**config.mk**
```make
export PLATFORM = sky130hd
export DESIGN_NAME = nns3d_dist
export DESIGN_NICKNAME = d
export VERILOG_FILES = /design/src/hw/rtl/nns3d_pkg.sv /design/src/hw/rtl/nns3d_dist.sv
export SDC_FILE = /design/constraint.sdc
export NUM_CORES = 2
export LEC_CHECK = 0
export BUFFER_PORTS_ARGS = -buffer_cell sky130_fd_sc_hd__buf_2
export CORE_MARGIN = 2
export CORE_UTILIZATION = 59
export DETAILED_ROUTE_END_ITERATION = 6
export PLACE_DENSITY_LB_ADDON = 0.2
export SYNTH_ARGS = -nofsm -noshare
export SYNTH_HDL_FRONTEND = slang
export SYNTH_SLANG_ARGS = --single-unit
```
**constraint.sdc**
```tcl
create_clock -name i_clk -period 8.1 [get_ports i_clk]
set_clock_uncertainty 0.2 [all_clocks]
set_input_delay 0 -clock i_clk [delete_from_list [all_inputs] [get_ports i_clk]]
set_output_delay 0 -clock i_clk [all_outputs]
set_load 0.02 [all_outputs]
```
**src/hw/rtl/nns3d_pkg.sv**
```systemverilog
// Shared types, constants and helpers for the 3-D nearest-neighbour search block.
package nns3d_pkg;
    localparam int POINT_CAPACITY_DEF = 1024;
    localparam int MAX_NEIGHBOURS_DEF = 64;
    localparam int COORD_BITS_DEF     = 20;

    localparam int FUNC_W   = 2;
    localparam int POS_W    = 20;
    localparam int ID_W     = 20;
    localparam int KCNT_W   = 7;
    localparam int DIST_W   = 42;

    localparam logic [FUNC_W-1:0] FUNC_LOAD   = 2'd0;
    localparam logic [FUNC_W-1:0] FUNC_KNN    = 2'd1;
    localparam logic [FUNC_W-1:0] FUNC_RADIUS = 2'd2;
    localparam logic [FUNC_W-1:0] FUNC_UNUSED = 2'd3;

    localparam logic [DIST_W-1:0] DIST_MAX = {DIST_W{1'b1}};

    typedef struct packed {
        logic [FUNC_W-1:0] func;
        logic [POS_W-1:0]  pos_x;
        logic [POS_W-1:0]  pos_y;
        logic [POS_W-1:0]  pos_z;
        logic [ID_W-1:0]   point_id;
        logic              last_point;
        logic [KCNT_W-1:0] k_count;
        logic [DIST_W-1:0] radius_sq;
    } t_in_item;

    typedef struct packed {
        logic [ID_W-1:0]   neighbour_id;
        logic [DIST_W-1:0] dist_sq;
        logic              found;
        logic              last;
        logic              truncated;
    } t_out_item;
endpackage

```
**src/hw/rtl/nns3d_dist.sv**
```systemverilog
// Pipelined squared-distance unit: difference, per-axis square, sum with saturation.
module nns3d_dist #(
    parameter int COORD_BITS = nns3d_pkg::COORD_BITS_DEF
) (
    input  logic                              i_clk,
    input  logic                              i_valid,
    input  logic [nns3d_pkg::POS_W-1:0]       i_qx,
    input  logic [nns3d_pkg::POS_W-1:0]       i_qy,
    input  logic [nns3d_pkg::POS_W-1:0]       i_qz,
    input  logic [COORD_BITS-1:0]             i_px,
    input  logic [COORD_BITS-1:0]             i_py,
    input  logic [COORD_BITS-1:0]             i_pz,
    output logic                              o_valid,
    output logic [nns3d_pkg::DIST_W-1:0]      o_dist
);
    import nns3d_pkg::*;
    localparam int DW = COORD_BITS + 1;
    localparam int SW = 2 * DW;

    logic [DW-1:0] r_ax, r_ay, r_az;
    logic [SW-1:0] r_sx, r_sy, r_sz;
    logic          r_v1, r_v2, r_v3;
    logic [SW+1:0] w_sum;
    logic signed [DW-1:0] w_dx, w_dy, w_dz;

    // sign-extend, subtract, take magnitude
    assign w_dx = DW'($signed(COORD_BITS'(i_qx))) - DW'($signed(i_px));
    assign w_dy = DW'($signed(COORD_BITS'(i_qy))) - DW'($signed(i_py));
    assign w_dz = DW'($signed(COORD_BITS'(i_qz))) - DW'($signed(i_pz));
    assign w_sum = (SW+2)'(r_sx) + (SW+2)'(r_sy) + (SW+2)'(r_sz);

    always_ff @(posedge i_clk) begin
        r_v1 <= i_valid;
        r_v2 <= r_v1;
        r_v3 <= r_v2;
        r_ax <= w_dx[DW-1] ? DW'(-w_dx) : DW'(w_dx);
        r_ay <= w_dy[DW-1] ? DW'(-w_dy) : DW'(w_dy);
        r_az <= w_dz[DW-1] ? DW'(-w_dz) : DW'(w_dz);
        r_sx <= SW'(r_ax) * SW'(r_ax);
        r_sy <= SW'(r_ay) * SW'(r_ay);
        r_sz <= SW'(r_az) * SW'(r_az);
        // saturate to the result width
        if ((SW + 2) > DIST_W && (w_sum >> DIST_W) != '0) begin
            o_dist <= DIST_MAX;
        end else begin
            o_dist <= DIST_W'(w_sum);
        end
    end
    assign o_valid = r_v3;
endmodule

```
==> qor.csv <==
stage,metric,value,unit
timing,final setup fails,0,
flow_run,max-cap viol count,0,
timing,Final Cycle Share,93.05,%
placed_design,Post-DP HPWL,94400,um
finish,Final Core Density,65.62,%
floorplanning,core box area,82240,um2
setup_path,RR Startpoint,r_az[3]$_DFF_P_,
timing,Max-Slew Margin vs Limit,36.28,%
logic_synthesis,number of flops mapped to enable cells by yosys,0,
finish,fin nets,7288,
finish,n_diodes,0,
timing,Hold Fails Final Rpt,0,
timing,setup TNS,0,ns
clocking,Clock transition at path regs,0.07,ns
placed_design,routability cong.,0.8986,
setup_path,worst setup path class,reg -> reg,
clocking,clk_lat worst skew,0.62,ns
global_routing,first-pass GRT wire length,188200,um
logic_synthesis,unique cell type count in the Yosys netlist,93,
clocking,CTS Buf Count,29,
floorplanning,die width,292.7,um
timing,final worst setup slack,0.5630,ns
finish,Filler cells,6820,
clocking,Max Buffers Root-to-Sink,3,
setup_path,Critical Path Fanout Max,12,
route,Routed WL,111700,um
timing,Max Freq,132.7,MHz
timing,Slew Limit Fails,0,
setup_path,CP startpoint kind,register,
worst_hold_path,Hold Path Stages,6,
global_routing,initial antenna violation count,11,
floorplanning,initial core utilization,59.78,%
setup_path,CP arrival,7.87,ns
setup_path,Worst R2R End,r_sz[38]$_DFF_P_,
route,vias per inst,5.347,
setup_path,critical path required time,8.43,ns
timing,RSZ-0062 raised after global routing,false,
route,Initial DRC Count,2016,
placed_design,IO buf count,164,
route,drt drc,0,
logic_synthesis,register area share after synthesis,9.406,%
worst_hold_path,hold_sp,i_pz[8],
timing,post-layout min period,7.537,ns
setup_path,reg2reg setup slack,0.56,ns
logic_synthesis,XOR/XNOR Fraction of Synth Area,4.754,%
logic_synthesis,Adder-Cell Fraction of Synth Area,54.01,%
global_routing,largest net degree at the start of global routing,43,
global_routing,Total GRT Usage,27.35,%
logic_synthesis,ys async rst share,0,%
placed_design,"worst slack, placed",0.5830,ns
global_routing,Congestion Overflow GR,0,
logic_synthesis,Synth Cell Area,49160,um2
clocking,H-tree depth,1,
clocking,Post-CTS Setup Bufs,0,
global_routing,vias in the first global route,38670,
setup_path,reg2reg path depth,26,
route,Via Count,35940,
floorplanning,Die Y-Extent,292.7,um
worst_hold_path,Hold Path Sink,r_az[9]$_DFF_P_,
logic_synthesis,largest family of logic cells by synthesized area,adder cells,
logic_synthesis,Synthesis Warnings,0,
logic_synthesis,mux share of post-synthesis cell area,0.1731,%
finish,sequential cell area,4624,um2
logic_synthesis,Compound-Gate Fraction of Synth Area,8.923,%
setup_path,Crit. End Element,register,
logic_synthesis,Post-Synth Simple-Gate Area,11.34,%
status,status,completed,
logic_synthesis,synthesized flop and latch total,231,
floorplanning,# IOs,165,
clocking,clk sinks,231,
logic_synthesis,Mean Syn Cell Area,9.181,um2
logic_synthesis,Post-Syn Instances,5355,
floorplanning,Die Area,85650,um2
floorplanning,row count,105,
route,DR WL/cell,16.61,um
worst_hold_path,min-delay worst type,in -> reg,
clocking,TritonCTS clock tree,done,
finish,Area Overhead vs Synth,9.773,%
clocking,root buf cell,clkbuf_16,
logic_synthesis,"Top FF cell, synth",dfxtp_1,
route,post-route ant nets,0,
route,TritonRoute pass-1 iters,7,
finish,layout cells sized above 1,5.892,%
timing,Worst-Margin Slew,0.9545,ns
finish,area occupied by multi-input gates,38950,um2
worst max-delay path: stages, from the launching register on:
cell and delay [ns]:
dfxtp_1 0.62, nand2_1 0.17, fa_1 0.51, inv_1 0.05, fa_1 0.50, inv_1 0.05, fa_1 0.48, inv_1 0.05
fa_1 0.49, inv_1 0.05, fa_1 0.52, inv_1 0.05, fa_1 0.47, inv_1 0.04, fa_1 0.47, inv_1 0.04
ha_1 0.35, a21o_1 0.18, a21o_1 0.16, a21o_1 0.18, a21o_1 0.22, a2111oi_4 0.51, o31ai_1 0.19, a311oi_1 0.44
o31ai_1 0.14, a21oi_1 0.19, xnor2_1 0.13
layout make-up:
type,count,share of cell area (%)
Tap cell,1070,2.481
Clock inverter,20,0.4637
Timing Repair Buffer,403,5.643
Sequential cell,231,8.569
Multi-Input combinational cell,3638,72.17
Clock buffer,34,1.454
Inverter,1326,9.223
cells in the final DEF (no fill, tap or decap), types with 21 or more instances in the layout:
cell,synthesis,final
inv_1,1326,1326
fa_1,975,975
ha_1,562,562
nand2_1,491,491
and2_1,242,242
dfxtp_1,231,231
a21oi_1,205,205
xnor2_1,176,176
dlygate4sd3_1,0,172
buf_2,8,164
nor2_1,154,154
o21ai_0,110,110
a21o_1,107,107
xor2_1,89,89
buf_4,1,67
nor2b_1,44,44
nand3_1,43,43
nor3_1,39,39
o21a_1,35,35
nand2b_1,33,33
a31oi_1,31,31
clkbuf_16,0,29
and3_1,28,28
nand4_1,26,26
o21bai_1,23,23
a211oi_1,21,21
sequential cells by signal (all words and copies together), names as in the netlist, 21 cells and up:
register,count
o_dist,42
r_sx,41
r_sy,41
r_sz,41
r_ax,21
r_ay,21
r_az,21
per-stage QoR:
stage	cells	cell area, um2	hold slack (ns)
floorplan	5357	49170	-0.1723
global placement	6496	51210	-0.08487
detailed placement	6496	51210	-0.09306
CTS	6722	53970	0.01319
global route	6722	53970	0.05720
finish	6722	53970	0.03969
logic make-up (layout without fill, tap and decap cells):
group           Yosys count  after routing
other cells               1              3
mux                       8              8
buf+inv                1488           1783
fa+ha+maj              1537           1537
flops                   231            231
xor+xnor                266            266
simple gates           1154           1154
compound gates          670            670
layer usage:
layer,track usage [%],share of wire [%]
met3,4.173,5.9
met5,0.5672,0.092
met4,8.518,3.4
met2,47.35,49
met1,35.36,41
cells in the mapped netlist (all sizes together) (8+ instances only):
cell / number / area share [%]
inv: 1326 / 10
fa: 975 / 40
ha: 562 / 14
nand2: 492 / 3.8
and2: 243 / 3.1
dfxtp: 231 / 9.4
a21oi: 206 / 2.1
xnor2: 176 / 3.1
nor2: 154 / 1.2
clkbuf: 153 / 1.2
o21ai: 116 / 1.2
a21o: 108 / 1.7
xor2: 90 / 1.6
nor2b: 44 / 0.56
nand3: 43 / 0.44
nor3: 41 / 0.44
o21a: 36 / 0.55
nand2b: 33 / 0.42
a31oi: 32 / 0.42
and3: 28 / 0.36
nand4: 26 / 0.33
a211oi: 23 / 0.39
o21bai: 23 / 0.35
o31ai: 21 / 0.36
o211ai: 19 / 0.29
or2: 15 / 0.20
buf: 9 / 0.097
a31o: 8 / 0.14
o31a: 8 / 0.15
how the worst max path moves through the flow:
stage               depth (start not counted)               end  slack (ns)             from
floorplan                                  28  r_sz[38]$_DFF_P_        0.70  r_az[8]$_DFF_P_
global placement                           23  r_sy[36]$_DFF_P_        0.73  r_ay[7]$_DFF_P_
detailed placement                         26  r_sz[38]$_DFF_P_        0.58  r_az[3]$_DFF_P_
CTS                                        25  r_sx[38]$_DFF_P_        0.57  r_ax[4]$_DFF_P_
global route                               24  r_sy[39]$_DFF_P_         0.1  r_ay[7]$_DFF_P_
finish                                     26  r_sz[38]$_DFF_P_        0.56  r_az[3]$_DFF_P_
repair_timing:
action | CTS | global route
resized for setup | 0 | 0
hold buffers | 172 | 0
endpoints found under the hold margin | 64 | 0
Power is not shown: default switching activity piles up to over one toggle a cycle in this logic, so the estimate is an artifact.
