$ cat src/hw/rtl/nns3d_ram.sv
// Generic single-port-write, single-read RAM with registered read data.
module nns3d_ram #(
    parameter int WIDTH = 8,
    parameter int DEPTH = 16
) (
    input  logic                     i_clk,
    input  logic                     i_we,
    input  logic [$clog2(DEPTH)-1:0] i_waddr,
    input  logic [WIDTH-1:0]         i_wdata,
    input  logic [$clog2(DEPTH)-1:0] i_raddr,
    output logic [WIDTH-1:0]         o_rdata
);
    logic [WIDTH-1:0] r_mem [DEPTH];

    // write port and registered read port
    always_ff @(posedge i_clk) begin
        if (i_we) begin
            r_mem[i_waddr] <= i_wdata;
        end
        o_rdata <= r_mem[i_raddr];
    end
endmodule

$ cat config.mk
export PLATFORM = sky130hd
export DESIGN_NAME = nns3d_ram
export DESIGN_NICKNAME = d
export VERILOG_FILES = /design/src/hw/rtl/nns3d_ram.sv
export SDC_FILE = /design/constraint.sdc
export NUM_CORES = 1
export LEC_CHECK = 0
export BUFFER_PORTS_ARGS = -buffer_cell sky130_fd_sc_hd__buf_2
export CAP_MARGIN = 20
export CORE_ASPECT_RATIO = 2
export CORE_MARGIN = 2
export CORE_UTILIZATION = 40
export DETAILED_ROUTE_END_ITERATION = 10
export SLEW_MARGIN = 10
export SYNTH_ARGS = -nofsm -noshare
export SYNTH_HDL_FRONTEND = slang
export SYNTH_SLANG_ARGS = --single-unit
$ cat constraint.sdc
create_clock -name i_clk -period 1.8 [get_ports i_clk]
set_input_delay 0.18 -clock i_clk [delete_from_list [all_inputs] [get_ports i_clk]]
set_output_delay 0.18 -clock i_clk [all_outputs]
set_load 0.01 [all_outputs]
==> summary.txt, run 1 <==
Total iterations of the first detailed-routing run: 5
Cts hold-fix bufs: 0
Worst setup margin: 0.405 ns
Switching power: 1490 uW
Crit share post-route: 77.5%
Worst hold start: i_wdata[7]
Antenna Nets Post-Route: 0
Most common cell after layout, fill and taps aside: edfxtp_1
Worst-path clk slew: 0.06 ns
Internal power: 5730 uW
Clk network pwr share: 46.0%
Setup TNS: 0 ns
Synth cell types: 19
F_max: 717 MHz
Pre-CTS WS: 0.172 ns
Synth Instances: 229
Largest net degree at the start of global routing: 17
Total power: 7220 uW
DR DRC count: 0
Final hold viol count: 0
Gate power share: 4.7%
Postcts setup bufs: 0
Starting DRC count in detailed routing: 187
CTS sink count: 136
Tightest Pin Transition: 0.423 ns
IR drop worst, VDD: 0.647 mV
Worst EP required: 2.09 ns
Worst-Skew Late Latency: 0.41 ns
Mapped Nets: 247
Leakage: 0.00212 uW
Reg-to-reg endpoint: o_rdata[0]
IO Port Bufs: 25
Share of cells above drive strength 1: 33.2%
Inserted Clock Buffers: 17
Core area: 0.0126 mm2
Crit Path Max Fanout: 1
Finished Layout Cells: 451
Setup crit start kind: flip-flop
CTS Buffer Depth: 2
H-Tree Depth: 4
Routed WL: 9920 um
Number of synthesized register bits: 136
Ant diodes: 0
Post-CTS Resized: 0
Cell area after synthesis: 0.00515 mm2
Rows: 58
Area growth from synthesis to layout: 20.1%
Worst R2R Path Depth: 3
Seq/Total Area, Yosys: 77.8%
Commonest cells after routing, fill and taps aside: 128 x edfxtp_1, 25 x buf_2, 23 x buf_4
Total of max-cap violations: 0
Total global routing overflow: 0
Hold path cells: 1
Die height: 164 um
Final nets: 307
DR WL/cell: 22.0 um
Worst r2r src: r_mem[1][0]
Pwr dens: 1170 mW/mm2
Initial core utilization: 41.0%
Vias: 2447
Die ar.: 0.0138 mm2
YS warnings: 0
Routability cong.: 0.783
Dpl cells: 420
Worst hold path type: input port to flip-flop
Final Max Tran Viols: 0
First-pass GRT wire length: 15000 um
Fin crit period: 1.40 ns
CTS tree: built
WHS: 0.146 ns
Post-DP HPWL: 6920 um
Hold EP: r_mem[0][7]
CP endpoint kind: flip-flop
Worst slew margin: 71.8%
DR vias/cell: 5.43
Aggregate global-route resource usage: 15.4%
Sequential share of power: 49.3%
Die W: 84.2 um
Vias in the first global route: 2548
Status: finished clean
CTS root buf: clkbuf_16
Boundary Pins: 26
Worst Setup Path Type: flip-flop to flip-flop
Sw Share: 20.7%
Initial antenna violation count: 0
R2R setup slack: 0.40 ns
Data arrival, critical path: 1.69 ns
Syn_area_per_cell: 22.5 um2
Endpoints failing setup: 0
Clock skew: 0.00441 ns
RSZ-0062 raised after global routing: no
[metal layers]
layer,global-route usage [%],vias up,part of all wire (%)
met2,29.5,58,60
met4,5.50,0,1.3
met3,4.95,9,3.2
li1,-,1091,-
met1,15.3,1289,35
met5,0,-,0
[through the flow]
stage | util, % | instance area [um2]
2_1_floorplan | - | 5150
3_5_place_dp | 44.7 | 5610
4_1_cts | 49.2 | 6180
6_report | 49.2 | 6180
3_3_place_gp | 44.7 | 5610
5_1_grt | 49.2 | 6180
[how the worst max path moves through the flow]
stage,start,to,slack [ns],cells past startpoint
after floorplan,i_waddr[2],r_mem[0][0],0.13,2
after global routing,r_mem[1][0],o_rdata[0],0.34,3
final,r_mem[1][0],o_rdata[0],0.40,3
after detailed placement,i_raddr[0],o_rdata[0],0.17,5
after global placement,i_raddr[0],o_rdata[0],0.20,5
after CTS,r_mem[1][0],o_rdata[0],0.39,3
[synth_stat cells (all sizes together)]
cell type        n  share of area (%)
and2             1               0.12
or3b             1               0.17
nand2            9               0.66
nor3             4               0.39
nand2b           2               0.24
and2b            1               0.15
nand3            1              0.097
clkdlybuf4s25    3               0.58
nand3b           2               0.29
mux4            32                 15
buf              7                1.1
nor2b            1               0.12
a22oi           16                2.3
dfxtp            8                3.1
edfxtp         128                 75
nor2            13               0.95
[worst max-delay path: stages (launching register included)]
cell,delay [ns]
edfxtp_1,0.36
mux4_1,0.51
a22oi_1,0.32
nand2_1,0.09
[power groups by stage]
stage	combinational [uW]	sequential [uW]	clock (uW)
2_1_floorplan	180	3630	0
3_3_place_gp	342	3620	0
3_5_place_dp	350	3630	0
4_1_cts	351	3560	3380
5_1_grt	371	3570	3500
6_report	341	3560	3320
[registers in the layout (all words and copies together), names as in the netlist]
name / flops
r_mem: 128
o_rdata: 8
[kinds of logic after synthesis]
logic type | Yosys count | synth area share, %
and+or+nand+nor | 35 | 3.18
DFF | 136 | 77.8
muxes | 32 | 15.0
AOI/OAI and AO/OA | 16 | 2.33
buffers and inverters | 10 | 1.68
[area by class of cell]
cell class | count | area (um2)
timing repair buffer | 51 | 358
tap | 150 | 188
multi-input combinational | 83 | 1060
clock inverter | 14 | 149
sequential | 136 | 4000
clock buffer | 17 | 425
fill | 1018 | 6370
No activity file was read; power rests on OpenSTA's default activity.
==> run 2: changes to the inputs <==
Clock period 1.8 ns to 1.2 ns, I/O delays scaled along.
==> summary.txt, run 2 (synthesized netlist as in run 1, its figures left out) <==
Internal power: 9060 uW (was 5730 uW)
FILL cells: 1023 (was 1018)
Crit Path Max Fanout: 1 (unchanged)
Routed WL: 10200 um (was 9920 um)
Routability cong.: 0.726 (was 0.783)
Max reg flops: 128 (unchanged)
Setup crit start kind: flip-flop (unchanged)
Worst setup margin: -0.0651 ns (was 0.405 ns)
Total iterations of the first detailed-routing run: 4 (was 5)
Status: complete, but fails checks (was finished clean)
Worst Setup Path Type: flip-flop to flip-flop (unchanged)
Initial antenna violation count: 0 (unchanged)
H-Tree Depth: 4 (unchanged)
CP endpoint kind: flip-flop (unchanged)
Clock skew: 0.00438 ns (was 0.00441 ns)
Clk network pwr share: 47.7% (was 46.0%)
CTS sink count: 136 (unchanged)
Postcts setup bufs: 0 (unchanged)
WHS: 0.105 ns (was 0.146 ns)
Pwr dens: 1780 mW/mm2 (was 1170 mW/mm2)
Most common cell after layout, fill and taps aside: edfxtp_1 (unchanged)
DP Area: 0.00573 mm2 (was 0.00561 mm2)
Crit share post-route: 105% (was 77.5%)
DR DRC count: 0 (unchanged)
CTS root buf: clkbuf_16 (unchanged)
IR drop worst, VDD: 1.14 mV (was 0.647 mV)
Tightest Pin Transition: 0.912 ns (was 0.423 ns)
Boundary Pins: 26 (unchanged)
Max incr delay on CP: 0.50 ns (was 0.51 ns)
Inserted Clock Buffers: 17 (unchanged)
DR WL/cell: 22.3 um (was 22.0 um)
Die ar.: 0.0138 mm2 (unchanged)
Cts hold-fix bufs: 0 (unchanged)
Slowest cell on crit path: mux4_2 (was mux4_1)
Data arrival, critical path: 1.55 ns (was 1.69 ns)
Rows: 58 (unchanged)
Failing checks: negative setup slack
Die height: 164 um (unchanged)
Worst slew margin: 39.1% (was 71.8%)
Endpoints failing setup: 8 (was 0)
F_max: 790 MHz (was 717 MHz)
Final hold viol count: 0 (unchanged)
Largest regs: r_mem x128, o_rdata x8 (unchanged)
Worst hold path type: input port to flip-flop (unchanged)
Area growth from synthesis to layout: 23.5% (was 20.1%)
CTS Buffer Depth: 2 (unchanged)
Pre-CTS WS: -0.359 ns (was 0.172 ns)
Antenna Nets Post-Route: 0 (unchanged)
CP cell instances: mux4_2, a22oi_2, nand2_1 (was mux4_1, a22oi_1, nand2_1)
RSZ-0062 raised after global routing: yes (was no)
Gate power share: 5.0% (was 4.7%)
Fin crit period: 1.27 ns (was 1.40 ns)
Vias: 2430 (was 2447)
First-pass GRT wire length: 15500 um (was 15000 um)
Vias in the first global route: 2710 (was 2548)
Worst-path clk slew: 0.06 ns (about the same)
Die W: 84.2 um (unchanged)
Post-DP HPWL: 7120 um (was 6920 um)
Largest net degree at the start of global routing: 24 (was 17)
Initial core utilization: 41.0% (unchanged)
Sequential share of power: 47.3% (was 49.3%)
Starting DRC count in detailed routing: 183 (was 187)
Share of cells above drive strength 1: 44.0% (was 33.2%)
Leakage: 0.00213 uW (was 0.00212 uW)
Aggregate global-route resource usage: 15.9% (was 15.4%)
DR vias/cell: 5.29 (was 5.43)
R2R setup slack: -0.07 ns (was 0.40 ns)
Sw Share: 19.8% (was 20.7%)
Ant diodes: 0 (unchanged)
Biggest register: r_mem (unchanged)
Commonest cells after routing, fill and taps aside: 128 x edfxtp_1, 32 x mux4_2, 26 x buf_4 (was 128 x edfxtp_1, 25 x buf_2, 23 x buf_4)
Worst-Skew Late Latency: 0.40 ns (was 0.41 ns)
Total of max-cap violations: 0 (unchanged)
Switching power: 2240 uW (was 1490 uW)
WP buf/inv: 0 (unchanged)
Worst EP required: 1.48 ns (was 2.09 ns)
Final Max Tran Viols: 0 (unchanged)
Total global routing overflow: 0 (unchanged)
IO Port Bufs: 25 (unchanged)
Core area: 0.0126 mm2 (unchanged)
Design area: 0.00635 mm2 (was 0.00618 mm2)
Final nets: 314 (was 307)
CTS tree: built (unchanged)
Crit-path leading delay family: multiplexers (unchanged)
==> run 2: timing repair <==
item	CTS	global route
pin swaps	3	4
gates resized for setup	11	6
hold endpoints to repair	0	0
endpoints found under the setup margin	8	8
==> run 2: final timing paths <==
kind,startpoint,to,cells after the start
worst min-delay path,i_wdata[3],r_mem[5][3],1
worst min register to register,r_mem[14][4],o_rdata[4],3
worst max-delay path,r_mem[11][2],o_rdata[2],3
worst max register to register,r_mem[11][2],o_rdata[2],3
==> run 2: layout make-up <==
class	count	area, um2	area share, %
Clock buffer	18	429	6.75
Clock inverter	14	198	3.11
Multi-Input combinational cell	83	1080	16.9
Sequential cell	136	4000	63.0
Tap cell	150	188	2.95
Timing Repair Buffer	58	460	7.25
==> run 2: worst register-to-register path, cell delays in order (launching register included) <==
cell,delay (ns)
edfxtp_1,0.36
mux4_2,0.50
a22oi_2,0.19
nand2_1,0.09
==> run 2: power groups by stage <==
stage          clock, uW  combinational, uW  sequential [uW]
2_1_floorplan          0                286             5450
3_3_place_gp           0                546             5440
3_5_place_dp           0                559             5450
4_1_cts             5500                572             5350
5_1_grt             5690                619             5350
6_report            5390                568             5350
==> run 2: routing by layer <==
| metal | part of all wire [%] | global-route usage, % |
|---|---|---|
| met4 | 1.5 | 6.09 |
| met3 | 3.9 | 4.30 |
| met5 | 0 | 0 |
| met1 | 35 | 16.8 |
| met2 | 59 | 29.6 |
==> run 2: through the flow <==
step	util, %	TNS, ns	instances	total power, uW
5_1_grt	50.6	-0.722	459	11700
3_3_place_gp	45.6	-9.04	427	5990
6_report	50.6	-0.223	459	11300
2_1_floorplan	-	-0.353	229	5730
4_1_cts	50.5	-0.442	459	11400
3_5_place_dp	45.6	-9.64	427	6010
==> run 3: changes to the inputs <==
Settings changed: SKIP_LAST_GASP set to 1.
==> summary.txt, run 3 (synthesized netlist as in run 1, its figures left out) <==
Data arrival, critical path: 1.56 ns (was 1.55 ns)
Commonest cells after routing, fill and taps aside: 128 x edfxtp_1, 32 x mux4_2, 26 x buf_4 (unchanged)
Setup crit start kind: flip-flop (unchanged)
Sw Share: 19.9% (was 19.8%)
Worst slew margin: 40.4% (was 39.1%)
Total global routing overflow: 0 (unchanged)
Sequential share of power: 47.3% (about the same)
DR DRC count: 0 (unchanged)
Inserted Clock Buffers: 17 (unchanged)
Worst EP required: 1.49 ns (was 1.48 ns)
Clock skew: 0.00563 ns (was 0.00438 ns)
Share of cells above drive strength 1: 44.0% (unchanged)
Area growth from synthesis to layout: 23.5% (unchanged)
Setup TNS: -0.281 ns (was -0.223 ns)
Routability cong.: 0.726 (unchanged)
Routed WL: 10300 um (was 10200 um)
CTS sink count: 136 (unchanged)
Max incr delay on CP: 0.50 ns (about the same)
Internal power: 9060 uW (about the same)
Crit Path Max Fanout: 1 (unchanged)
CTS tree: built (unchanged)
Largest regs: r_mem x128, o_rdata x8 (unchanged)
DR WL/cell: 22.3 um (about the same)
IO Port Bufs: 25 (unchanged)
IR drop worst, VDD: 1.15 mV (was 1.14 mV)
Final Max Tran Viols: 0 (unchanged)
Final hold viol count: 0 (unchanged)
Worst-Skew Late Latency: 0.41 ns (was 0.40 ns)
Design area: 0.00635 mm2 (unchanged)
Slowest cell on crit path: mux4_2 (unchanged)
Most common cell after layout, fill and taps aside: edfxtp_1 (unchanged)
Die W: 84.2 um (unchanged)
Clk network pwr share: 47.7% (about the same)
Starting DRC count in detailed routing: 184 (was 183)
CTS root buf: clkbuf_16 (unchanged)
Antenna Nets Post-Route: 0 (unchanged)
DP Area: 0.00573 mm2 (unchanged)
Final nets: 314 (unchanged)
Aggregate global-route resource usage: 15.9% (unchanged)
Dpl cells: 427 (unchanged)
Met1 WL: 3630 um (was 3610 um)
Initial core utilization: 41.0% (unchanged)
Total iterations of the first detailed-routing run: 4 (unchanged)
Worst-path clk slew: 0.06 ns (about the same)
Metal2 WL: 6060 um (about the same)
Max reg flops: 128 (unchanged)
Worst setup margin: -0.0783 ns (was -0.0651 ns)
H-Tree Depth: 4 (unchanged)
Largest net degree at the start of global routing: 24 (unchanged)
Postcts setup bufs: 0 (unchanged)
Boundary Pins: 26 (unchanged)
Total of max-cap violations: 0 (unchanged)
Crit share post-route: 107% (was 105%)
Rows: 58 (unchanged)
Initial antenna violation count: 0 (unchanged)
Worst hold path type: input port to flip-flop (unchanged)
CTS Buffer Depth: 2 (unchanged)
CP cell instances: mux4_2, a22oi_2, nand2_1 (unchanged)
Post-DP HPWL: 7120 um (unchanged)
Vias in the first global route: 2710 (unchanged)
Worst Setup Path Type: flip-flop to flip-flop (unchanged)
Die height: 164 um (unchanged)
Core area: 0.0126 mm2 (unchanged)
Fin crit period: 1.28 ns (was 1.27 ns)
Finished Layout Cells: 459 (unchanged)
Met3 Wirelength: 424 um (was 398 um)
Switching power: 2250 uW (was 2240 uW)
First-pass GRT wire length: 15500 um (unchanged)
CP endpoint kind: flip-flop (unchanged)
Final Util: 50.6% (unchanged)
Tightest Pin Transition: 0.892 ns (was 0.912 ns)
Gate power share: 5.0% (about the same)
Vias: 2467 (was 2430)
Pwr dens: 1780 mW/mm2 (about the same)
Biggest register: r_mem (unchanged)
Leakage: 0.00213 uW (about the same)
Status: complete, but fails checks (unchanged)
RSZ-0062 raised after global routing: yes (unchanged)
Top sig layer: met4 (unchanged)
F_max: 782 MHz (was 790 MHz)
Failing checks: negative setup slack (unchanged)
Endpoints failing setup: 8 (unchanged)
DR vias/cell: 5.37 (was 5.29)
Ant diodes: 0 (unchanged)
Die ar.: 0.0138 mm2 (unchanged)
[run 3: path summary, 6_finish.rpt]
check,from,to,slack (ns),cells after the start
worst max-delay path,r_mem[3][2],o_rdata[2],-0.08,3
worst min-delay path,i_wdata[4],r_mem[7][4],0.10,1
worst min register to register,r_mem[14][4],o_rdata[4],0.68,3
worst max register to register,r_mem[3][2],o_rdata[2],-0.08,3
[run 3: metrics by stage]
step	setup slack, ns	total power [uW]	hold slack (ns)
2_1_floorplan	-0.0563	5730	0.219
6_report	-0.0783	11300	0.103
4_1_cts	-0.0903	11400	0.0866
5_1_grt	-0.121	11700	0.0993
3_3_place_gp	-0.368	5990	0.504
3_5_place_dp	-0.359	6010	0.518
[run 3: worst max-delay path, delay by kind of cell, from the launching register on]
kind               cells  cell delay (ns)
AOI/OAI and AO/OA      1             0.20
DFF                    1             0.37
muxes                  1             0.50
and+or+nand+nor        1             0.09
[run 3: repair_timing]
| item | 4_1_cts | 5_1_grt |
|---|---|---|
| endpoints found under the setup margin | 8 | 8 |
| gates cloned | 0 | 0 |
| pin swaps | 3 | 3 |
| endpoints found under the hold margin | 0 | 0 |
| gates resized for setup | 11 | 6 |
| hold buffers | 0 | 0 |
[run 3: area by class of cell]
cell class	instances	area, um2
well taps	150	188
flip-flops and latches	136	4000
repair buffers	58	460
multi-input cells	83	1080
clock buffers	18	429
clock inverters	14	198
fillers	1023	6200
[run 3: power by group through the flow]
stage               clock (uW)  combinational [uW]  sequential (uW)
finish                    5400                 569             5350
global route              5690                 619             5350
CTS                       5500                 572             5350
detailed placement           0                 559             5450
global placement             0                 546             5440
floorplan                    0                 286             5450
[run 3: routing by layer]
metal / up-vias / GRT usage (%)
li1: 1089 / -
met1: 1302 / 16.8
met2: 68 / 29.6
met3: 8 / 4.30
met4: 0 / 6.09
met5: - / 0
